`config.mk`:
```
export PLATFORM = sky130hd
export DESIGN_NAME = double_ended_queue
export DESIGN_NICKNAME = d
export VERILOG_FILES = /design/src/rtl/deq_pkg.sv /design/src/rtl/double_ended_queue.sv /design/src/rtl/deq_ram.sv /design/src/rtl/deq_ctrl.sv /design/src/rtl/deq_dp.sv
export SDC_FILE = /design/constraint.sdc
export NUM_CORES = 1
export LEC_CHECK = 0
export ABC_AREA = 1
export CORE_MARGIN = 10
export CORE_UTILIZATION = 30
export CTS_BUF_LIST = sky130_fd_sc_hd__clkbuf_16
export DETAILED_ROUTE_END_ITERATION = 7
export DONT_BUFFER_PORTS = 1
export PLACE_DENSITY = 0.55
export SYNTH_ARGS = -nofsm -noshare
export SYNTH_HDL_FRONTEND = slang
export SYNTH_SLANG_ARGS = --single-unit
```
`constraint.sdc`:
```
create_clock -name clk -period 9.9 [get_ports clk]
set_input_delay 2.475 -clock clk [delete_from_list [all_inputs] [get_ports clk]]
set_output_delay 2.475 -clock clk [all_outputs]
set_load 0.005 [all_outputs]
```
`src/rtl/deq_pkg.sv`:
```
// Shared types and constants of the double-ended queue.
// No dependencies; imported by every module of the block but deq_ram.
package deq_pkg;

	localparam int DEQ_DEPTH = 16;
	localparam int DATA_W    = 32;
	localparam int MODE_W    = 3;
	localparam int STATUS_W  = 2;

	// operation codes
	localparam logic [MODE_W-1:0] OP_PUSH_FRONT = 3'd0;
	localparam logic [MODE_W-1:0] OP_PUSH_BACK  = 3'd1;
	localparam logic [MODE_W-1:0] OP_POP_FRONT  = 3'd2;
	localparam logic [MODE_W-1:0] OP_POP_BACK   = 3'd3;
	localparam logic [MODE_W-1:0] OP_READ_FRONT = 3'd4;
	localparam logic [MODE_W-1:0] OP_READ_BACK  = 3'd5;

	// result status codes
	localparam logic [STATUS_W-1:0] ST_OK    = 2'd0;
	localparam logic [STATUS_W-1:0] ST_EMPTY = 2'd1;
	localparam logic [STATUS_W-1:0] ST_FULL  = 2'd2;

	typedef enum logic {
		CS_IDLE,
		CS_FETCH
	} deq_state_t;

	// controller commands to the datapath
	typedef struct packed {
		logic accept;
		logic load_out;
	} deq_cmd_t;

endpackage

```
`src/rtl/double_ended_queue.sv`:
```
// Top level of the bounded double-ended queue of signed 32-bit words.
// Depends on deq_pkg, deq_ctrl, deq_dp (and deq_ram below it).
//
//   channel  direction  handshake            payload
//   in       receive    in_valid / in_stall   mode, push_value
//   out      send       out_valid / out_stall status, read_value, occupancy
//
// One operation is taken per cycle unless out stalls; the registered RAM read
// and the fetch-stage registers load at the transfer edge, and the output
// register loads from them when the fetch stage moves up.
// Reset clears the front pointer and count; entries need no clearing pass.
// A stall on out holds the output register, then the fetch stage, then in.
module double_ended_queue #(
	parameter int DEPTH = deq_pkg::DEQ_DEPTH
) (
	input  logic                               clk,
	input  logic                               arst_n,
	input  logic                               in_valid,
	output logic                               in_stall,
	input  logic [deq_pkg::MODE_W-1:0]         mode,
	input  logic signed [deq_pkg::DATA_W-1:0]  push_value,
	output logic                               out_valid,
	input  logic                               out_stall,
	output logic [deq_pkg::STATUS_W-1:0]       status,
	output logic signed [deq_pkg::DATA_W-1:0]  read_value,
	output logic [$clog2(DEPTH+1)-1:0]         occupancy
);
	import deq_pkg::*;

	deq_cmd_t cmd;

	deq_ctrl u_ctrl (
		.clk       (clk),
		.arst_n    (arst_n),
		.in_valid  (in_valid),
		.in_stall  (in_stall),
		.out_valid (out_valid),
		.out_stall (out_stall),
		.cmd       (cmd)
	);

	deq_dp #(
		.DEPTH (DEPTH)
	) u_dp (
		.clk        (clk),
		.arst_n     (arst_n),
		.cmd        (cmd),
		.mode       (mode),
		.push_value (push_value),
		.status     (status),
		.read_value (read_value),
		.occupancy  (occupancy)
	);

endmodule

```
`src/rtl/deq_ram.sv`:
```
// Generic single-port-write, single-port-read RAM with registered read data.
// No dependencies.
module deq_ram #(
	parameter int WIDTH = 32,
	parameter int DEPTH = 16
) (
	input  logic                     clk,
	input  logic                     we,
	input  logic [$clog2(DEPTH)-1:0] waddr,
	input  logic [WIDTH-1:0]         wdata,
	input  logic                     re,
	input  logic [$clog2(DEPTH)-1:0] raddr,
	output logic [WIDTH-1:0]         rdata
);

	logic [WIDTH-1:0] mem_q [DEPTH];

	always_ff @(posedge clk) begin
		if (we) begin
			mem_q[waddr] <= wdata;
		end
		if (re) begin
			rdata <= mem_q[raddr];
		end
	end

endmodule

```
`src/rtl/deq_ctrl.sv`:
```
// Deque controller: tracks the fetch stage and the output register.
// Depends on deq_pkg.
module deq_ctrl (
	input  logic              clk,
	input  logic              arst_n,
	input  logic              in_valid,
	output logic              in_stall,
	output logic              out_valid,
	input  logic              out_stall,
	output deq_pkg::deq_cmd_t cmd
);
	import deq_pkg::*;

	deq_state_t state_q, state_d;
	logic       out_valid_q;
	logic       load_out;
	logic       accept;

	// outputs
	always_comb begin
		load_out = (state_q == CS_FETCH) && (!out_valid_q || !out_stall);
		in_stall = (state_q == CS_FETCH) && !load_out;
		accept   = in_valid && !in_stall;
		cmd.accept   = accept;
		cmd.load_out = load_out;
	end

	// next state
	always_comb begin
		state_d = state_q;
		unique case (state_q)
			CS_IDLE: begin
				if (accept) begin
					state_d = CS_FETCH;
				end
			end
			CS_FETCH: begin
				if (load_out && !accept) begin
					state_d = CS_IDLE;
				end
			end
			default: state_d = CS_IDLE;
		endcase
	end

	always_ff @(posedge clk or negedge arst_n) begin
		if (!arst_n) begin
			state_q     <= CS_IDLE;
			out_valid_q <= 1'b0;
		end else begin
			state_q     <= state_d;
			// hold while stalled, refill when the fetch stage moves up
			out_valid_q <= load_out || (out_valid_q && out_stall);
		end
	end

	assign out_valid = out_valid_q;

endmodule

```
`src/rtl/deq_dp.sv`:
```
// Deque datapath: front pointer, count, entry RAM and result registers.
// Depends on deq_pkg and deq_ram.
module deq_dp #(
	parameter int DEPTH = deq_pkg::DEQ_DEPTH
) (
	input  logic                               clk,
	input  logic                               arst_n,
	input  deq_pkg::deq_cmd_t                  cmd,
	input  logic [deq_pkg::MODE_W-1:0]         mode,
	input  logic signed [deq_pkg::DATA_W-1:0]  push_value,
	output logic [deq_pkg::STATUS_W-1:0]       status,
	output logic signed [deq_pkg::DATA_W-1:0]  read_value,
	output logic [$clog2(DEPTH+1)-1:0]         occupancy
);
	import deq_pkg::*;

	localparam int AW = $clog2(DEPTH);
	localparam int CW = $clog2(DEPTH + 1);
	localparam int SW = CW + 1;

	logic [AW-1:0]       front_q, front_d;
	logic [CW-1:0]       count_q, count_d;
	logic [AW-1:0]       front_dec, front_inc;
	logic [SW-1:0]       tail_sum, last_sum;
	logic [SW-1:0]       tail_wrap, last_wrap;
	logic                is_full, is_empty;

	logic                ram_we, ram_re;
	logic [AW-1:0]       ram_addr;
	logic [DATA_W-1:0]   ram_rdata;

	logic [STATUS_W-1:0] status_d;
	logic                rdsel_d;

	logic [STATUS_W-1:0] status_s1;
	logic                rdsel_s1;
	logic [CW-1:0]       occ_s1;

	logic [STATUS_W-1:0] status_q;
	logic [DATA_W-1:0]   read_value_q;
	logic [CW-1:0]       occupancy_q;

	always_comb begin
		is_full   = (count_q == CW'(DEPTH));
		is_empty  = (count_q == '0);
		front_dec = (front_q == '0) ? AW'(DEPTH - 1) : front_q - 1'b1;
		front_inc = (front_q == AW'(DEPTH - 1)) ? '0 : front_q + 1'b1;
		// sums stay below twice the depth, so one subtract wraps them
		tail_sum  = SW'(front_q) + SW'(count_q);
		last_sum  = tail_sum - 1'b1;
		tail_wrap = (tail_sum >= SW'(DEPTH)) ? tail_sum - SW'(DEPTH) : tail_sum;
		last_wrap = (last_sum >= SW'(DEPTH)) ? last_sum - SW'(DEPTH) : last_sum;
	end

	always_comb begin
		front_d  = front_q;
		count_d  = count_q;
		ram_we   = 1'b0;
		ram_re   = 1'b0;
		ram_addr = front_q;
		status_d = ST_OK;
		rdsel_d  = 1'b0;
		unique case (mode)
			OP_PUSH_FRONT: begin
				if (is_full) begin
					status_d = ST_FULL;
				end else begin
					front_d  = front_dec;
					count_d  = count_q + 1'b1;
					ram_addr = front_dec;
					ram_we   = 1'b1;
				end
			end
			OP_PUSH_BACK: begin
				if (is_full) begin
					status_d = ST_FULL;
				end else begin
					count_d  = count_q + 1'b1;
					ram_addr = tail_wrap[AW-1:0];
					ram_we   = 1'b1;
				end
			end
			OP_POP_FRONT: begin
				if (is_empty) begin
					status_d = ST_EMPTY;
				end else begin
					front_d  = front_inc;
					count_d  = count_q - 1'b1;
					ram_re   = 1'b1;
					rdsel_d  = 1'b1;
				end
			end
			OP_POP_BACK: begin
				if (is_empty) begin
					status_d = ST_EMPTY;
				end else begin
					count_d  = count_q - 1'b1;
					ram_addr = last_wrap[AW-1:0];
					ram_re   = 1'b1;
					rdsel_d  = 1'b1;
				end
			end
			OP_READ_FRONT: begin
				if (is_empty) begin
					status_d = ST_EMPTY;
				end else begin
					ram_re  = 1'b1;
					rdsel_d = 1'b1;
				end
			end
			OP_READ_BACK: begin
				if (is_empty) begin
					status_d = ST_EMPTY;
				end else begin
					ram_addr = last_wrap[AW-1:0];
					ram_re   = 1'b1;
					rdsel_d  = 1'b1;
				end
			end
			default: begin
				// unused codes: no operation
			end
		endcase
	end

	deq_ram #(
		.WIDTH (DATA_W),
		.DEPTH (DEPTH)
	) u_ram (
		.clk   (clk),
		.we    (cmd.accept && ram_we),
		.waddr (ram_addr),
		.wdata ($unsigned(push_value)),
		.re    (cmd.accept && ram_re),
		.raddr (ram_addr),
		.rdata (ram_rdata)
	);

	always_ff @(posedge clk or negedge arst_n) begin
		if (!arst_n) begin
			front_q <= '0;
			count_q <= '0;
		end else if (cmd.accept) begin
			front_q <= front_d;
			count_q <= count_d;
		end
	end

	always_ff @(posedge clk) begin
		if (cmd.accept) begin
			status_s1 <= status_d;
			rdsel_s1  <= rdsel_d;
			occ_s1    <= count_d;
		end
		if (cmd.load_out) begin
			status_q     <= status_s1;
			read_value_q <= rdsel_s1 ? ram_rdata : '0;
			occupancy_q  <= occ_s1;
		end
	end

	assign status     = status_q;
	assign read_value = $signed(read_value_q);
	assign occupancy  = occupancy_q;

endmodule

```
Yosys cells after proc, flatten, opt, wreduce, memory -nomap -nowiden

Memories as Yosys holds them, arrays and structs flattened. A register that Yosys moved wholly into a read port is not among the register bits.
Index checks and enable logic that the tools add are counted.

Output and inout port bits: 41
Bits in read-only memories: 0
Memories: 1
Register bits after elaboration: 58
Memory bits (writable): 512
Word-level logic and storage cells: 78
Bits in latches: 0

Memory list:

| name             | depth | width | read ports | clocked after Yosys merged registers in | wr ports | line          | RTL |
|---|---|---|---|---|---|---|---|
| u_dp.u_ram.mem_q | 16    | 32    | 1          | 1                                       | 1        | deq_ram.sv:16 | `logic [WIDTH-1:0] mem_q [DEPTH];` |

Div/mod/pow operators: 0
Bitwise gates (word level): 1
Add/sub/neg operators: 8
Reduce and logical (&&, ||, !) cells: 23
Multipliers: 0
Equal/unequal tests: 8
Multiplexer cells: 25
$lt $le $gt $ge: 2
Shifts and indexed selects: 0

Operators by type and width:

| kind                  | count |
|---|---|
| $mux W4               | 8 |
| $ge A6 B5 Y1 const B  | 2 |
| $pmux W4 S3           | 1 |
| $sub A4 B1 Y4 const B | 3 |
| $mux W5               | 2 |
| $pmux W5 S2           | 1 |
| $mux W1               | 9 |
| $pmux W4 S2           | 1 |
| $logic_and A1 B1 Y1   | 7 |
| $add A4 B5 Y6         | 1 |
| $eq A3 B2 Y1 const B  | 2 |
| $eq A3 B3 Y1 const B  | 2 |
| $reduce_or A2 Y1      | 3 |
| $sub A6 B1 Y6 const B | 1 |
| $add A5 B1 Y5 const B | 1 |
| $eq A5 B5 Y1 const B  | 1 |
| $logic_not A1 Y1      | 5 |
| $logic_not A5 Y1      | 1 |
| $sub A5 B1 Y5 const B | 1 |
| $add A4 B1 Y4 const B | 1 |
| $eq A4 B4 Y1 const B  | 1 |
| $logic_not A4 Y1      | 1 |
| $pmux W2 S2           | 1 |
| $reduce_or A4 Y1      | 1 |
| other kinds (9)       | 10 |

Logic depth before layout (Yosys ltp)

Word-level depth: 11
Depth in mapped cells: 18

By module

A second synthesis with hierarchy kept.

Cells, all modules: 2455
Area, all modules: 26148.8 um^2

Modules (own cells, without submodules):

| module   | area an instance (um^2) | instances | cells an instance |
|---|---|---|---|
| deq_ram  | 23050.9                 | 1         | 2120 |
| deq_dp   | 2987.9                  | 1         | 321 |
| deq_ctrl | 110.1                   | 1         | 14 |

Worst setup path before layout

OpenSTA, ideal clock, no wires.

Path type: input port to flip-flop
From: in mode[1] in the netlist's numbering
To: mem u_dp.u_ram.mem_q[10][0] (enable)
Required time: 9479 ps
Data arrival time: 5125 ps
Stages on the path: 12
Setup slack: 4354 ps
Setup time: 421 ps
Cells stage by stage: inv_1 > nand3_1 > nand2_1 > nor2_4 > inv_2 > nand2_1 > nor2_1 > a21oi_2 > buf_4 > buf_2 > nand3_1 > nor2_1

Word-level cells in the longest chain between the ends: 6
Elaborated cells on any way between the ends: 11
Those cells by class: eq/ne: 3; mux: 4; reduce/logical: 4

Ends and longest elaborated chain:

| element                                                 | line                     | RTL |
|---|---|---|
| start, declared                                         | double_ended_queue.sv:20 | `input logic [deq_pkg::MODE_W-1:0] mode,` |
| $eq A3 B1 Y1 / $logic_not A3 Y1 (equally long branches) | deq_dp.sv:63             | `unique case (mode)` |
| $reduce_or A2 Y1 (no source line)                       | -                        |  |
| $mux W1                                                 | -                        |  |
| $logic_and A1 B1 Y1                                     | deq_dp.sv:131            | `.we (cmd.accept && ram_we),` |
| $mux W1                                                 | deq_ram.sv:19            | `if (we) begin` |
| $mux W1 (implied by the code)                           | deq_ram.sv:20            | `mem_q[waddr] <= wdata;` |
| end, declared                                           | deq_ram.sv:16            |  |

Several ways; a longest one is shown, not always the timed one.

Worst setup path in the final report

From: in mode[1] in the netlist's numbering
To: mem u_dp.u_ram.mem_q[4][16] (enable)

Same word-level chain as after synthesis.

==> results <==
- The path type of the worst min-delay path is reg2reg.
- Of the synthesized area, sequential elements account for 0.6950.
- The total core area is 0.08541 sq mm.
- The maximum buffer depth of the clock tree is 3.
- 80 I/O pins were placed.
- Across the routed clock network, the largest skew measured is 0.03974 ns.
- Setup repair after global routing left no endpoint under its margin.
- TritonCTS built the clock tree.
- IR analysis of the VDD net gives a maximum drop of 0.2366 mV.
- In the routed layout, each cell is associated on average with a via count of 4.655.
- The via count of the first global-routing pass is 16,590.
- Synthesis produced 2,460 cells.
- The overall track demand over capacity in global routing is 0.1419.
- The category of the worst setup path capture point is a register.
- The clock period could shrink to 5.378 ns.
- The average instance area after synthesis is 10.54 sq um.
- Measured against its own limit, the worst slew margin works out to 0.1577.
- The timing-limited maximum frequency is 186.0 MHz.
- The highest net fanout along the worst path is 51.
- The combined area of all synthesized cells is 0.02593 sq mm.
- The routed via count is 16,830.
- STA classifies the critical path startpoint as a primary input.
- The cell with the biggest individual delay on the critical path is sky130_fd_sc_hd__nor2_4.
- The number of endpoints with negative hold slack in the final report is 0.
- The die is 314.0 microns tall.
- The number of port buffers is 0.
- The count of instances resized after the clock tree is built is 0.
- CTS saw 602 sinks.
- The residual DRC count is 0.
- Counting both buffers and inverters, the worst setup path holds a total of 3.
- The count of nets after finishing is 2,469.
- Dividing total power by cell area gives a power density of 281.6 mW/mm^2.
- The post-placement worst setup slack is 3.831 ns.
- The cell count after placement is 3,494.
- In this run the horizontal extent of the chip is 314.0 microns.
- The overall power of the completed layout is 8.249 mW.
- 0 antenna diodes ended up in the layout.
- The HPWL after detailed placement is 40,050 microns.
- Entering global routing, the biggest net connects 190 pins.
- The initial core utilization is 0.3036.
- In the final timing run, aggregate negative setup slack is 0 ns.
- Setup violations remaining at the end of the flow were counted as 0.
- The tightest hold margin is 0.4173 ns.
- STA puts the critical path data arrival time at 5.59 ns.
- The type of the worst setup path is in2reg.
- The clock tree synthesis step divided the H-tree into 3 levels.
- The final non-filler cell area is 0.02930 sq mm.
- The number of maximum-capacitance violations is 0.
- The number of DRC violations after detailed-routing iteration 0 is 1,283.
- The worst-margin pin slew is 1.260 ns.
- The placed instances occupy a cell area of 0.02698 sq mm.
- The routed wire length is 70,650 microns.
- The final standard cell utilization of the core is 0.3430.
- The source-to-sink clock delay at the later pin of the worst-skew pair is 0.64 ns.
- The synthesis-to-layout area growth is 12.98%.
- The netlist uses 39 different library cells.
- Row generation in the floorplan step produced 107 rows.
- The die covers 0.09859 sq mm.
- Summed over all cells, the static leakage comes to 11.88 nW.
- The family of cells with the greatest summed delay on the critical path is simple AND/OR/NAND/NOR gates.
- The post-layout worst setup margin is 4.522 ns.
- The count of state elements after synthesis is 602.
- In this design, the stage delay of the slowest critical-path cell is 1.11 ns.
- The initial antenna violation count is 0.
- The final clock period utilization by the worst path is 0.5432.
- The tree is rooted in a sky130_fd_sc_hd__clkbuf_16.
- The final cell count without fillers is 3,616.
- The required time at the endpoint of the critical path is 10.12 ns.
- The first-pass detailed-route iteration total is 5.
- The count of final max-slew check failures is 0.
- The Yosys step of the flow raised 0 warnings.
- The detail route stage leaves a number of antenna-violating nets equal to 0.
- The first global-routing pass estimated 107,300 microns of wire.
- The synthesized net count is 2,510.
- Buffers inserted during clock tree synthesis total 67.
- The number of hold buffers added after CTS was 0.
- Post-CTS timing repair inserted 0 buffers for setup.
- In the final routed layout, each cell accounts on average for 19.54 microns.
- The global route total overflow is 0.
- The CTS clock-pin slew for the worst setup and hold paths is 0.06 ns.
- The layout cell share with drive strength beyond 1 is 0.06675.
- The signal on the critical path passes through inv_1 > nand3_1 > nand2_1 > nor2_4 > inv_2 > nand2_1 > o22ai_4 > buf_4 > nand3_1 > nor2_4.
- The flow ran to the end, and the final reports show no timing, DRC or antenna violations.
- The global placement routability congestion is 0.7988.
## worst paths after layout
kind	start	to	slack (ns)	cells past startpoint
max	mode[1]	u_dp.u_ram.mem_q[4][16]	4.52	10
min	u_dp.status_s1[0]	u_dp.status[0]	0.42	0
max reg2reg	u_dp.front_q[0]	u_dp.u_ram.mem_q[4][16]	5.32	11
min reg2reg	u_dp.status_s1[0]	u_dp.status[0]	0.42	0
max in group asynchronous	arst_n	u_dp.front_q[2]	8.26	0
min in group asynchronous	arst_n	u_dp.front_q[0]	1.56	0
## sequential cells by signal, summed over array words and instances, names as in the netlist
| signal | count |
|---|---|
| u_ctrl.state_q | 1 |
| u_dp.u_ram.mem_q | 512 |
| u_dp.status | 2 |
| u_dp.count_q | 5 |
| u_dp.u_ram.rdata | 32 |
| u_dp.front_q | 4 |
| u_dp.status_s1 | 2 |
| u_ctrl.out_valid | 1 |
| u_dp.occupancy | 5 |
| u_dp.read_value | 32 |
| u_dp.occ_s1 | 5 |
| u_dp.rdsel_s1 | 1 |
## synthesized netlist by cell type, drive strengths merged
library cell,number,area (sq um)
nand2,1208,4534
edfxtp,591,17750
nand3,286,1449
inv,136,510.5
buf,116,678.2
nor2,30,132.6
clkbuf,14,53.80
o21ai,12,60.05
dfrtp,11,275.3
ha,10,125.1
a21oi,9,56.31
nand4,7,50.05
xor2,6,52.55
a31oi,3,18.77
nor3,3,15.01
o221ai,3,26.28
xnor2,3,26.28
a22oi,2,15.01
o211ai,2,15.01
o22ai,2,18.77
a32oi,1,8.760
fa,1,20.02
nand3b,1,7.510
o21bai,1,18.77
o311ai,1,8.760
or2,1,6.260
## where the power goes
part           internal (mW)  switching, mW
registers               3.04          0.109
logic                  0.656           1.82
clock network           1.55           1.06
## layout make-up
class / count / area, sq um
flip-flops and latches: 602 / 18020
multi-input cells: 1592 / 6847
clock inverters: 54 / 614.3
clock buffers: 68 / 1702
inverters: 136 / 518.0
repair buffers: 20 / 162.7
well taps: 1144 / 1431
fillers: 8630 / 56120
## cell usage in the layout, fill, tap and decap left out, drive strengths merged
cell type / instances
dfrtp: 11
o21bai: 1
clkbuf: 68
inv: 150
clkinv: 26
nand4: 7
bufinv: 11
a31oi: 3
o211ai: 2
nor2: 30
o221ai: 3
nand3b: 1
o311ai: 1
nand2: 1208
a22oi: 2
a32oi: 1
o22ai: 2
edfxtp: 591
clkinvlp: 3
a21oi: 9
ha: 10
o21ai: 12
buf: 20
fa: 1
xor2: 6
nand3: 286
nor3: 3
or2: 1
xnor2: 3
## logic make-up (layout without fill, tap and decap cells)
group / after synthesis / after routing / synth area share
AND/OR/NAND/NOR: 1536 / 1536 / 0.2389
flip-flops: 602 / 602 / 0.6950
buffers and inverters: 266 / 278 / 0.04792
AO/OA/AOI/OAI: 36 / 36 / 0.009506
adder cells (fa/ha/maj): 11 / 11 / 0.005597
XOR/XNOR: 9 / 9 / 0.003040
## routing by layer
metal,global-route usage,part of all wire,vias to the layer above,routed length [microns]
met5,0,0,-,0
met4,0.04850,0.026,0,1831
met3,0.02841,0.065,105,4557
met2,0.2317,0.47,475,33530
met1,0.1862,0.43,8169,30720
li1,-,-,8085,-
Note: power is estimated with default switching activity, not from simulation.
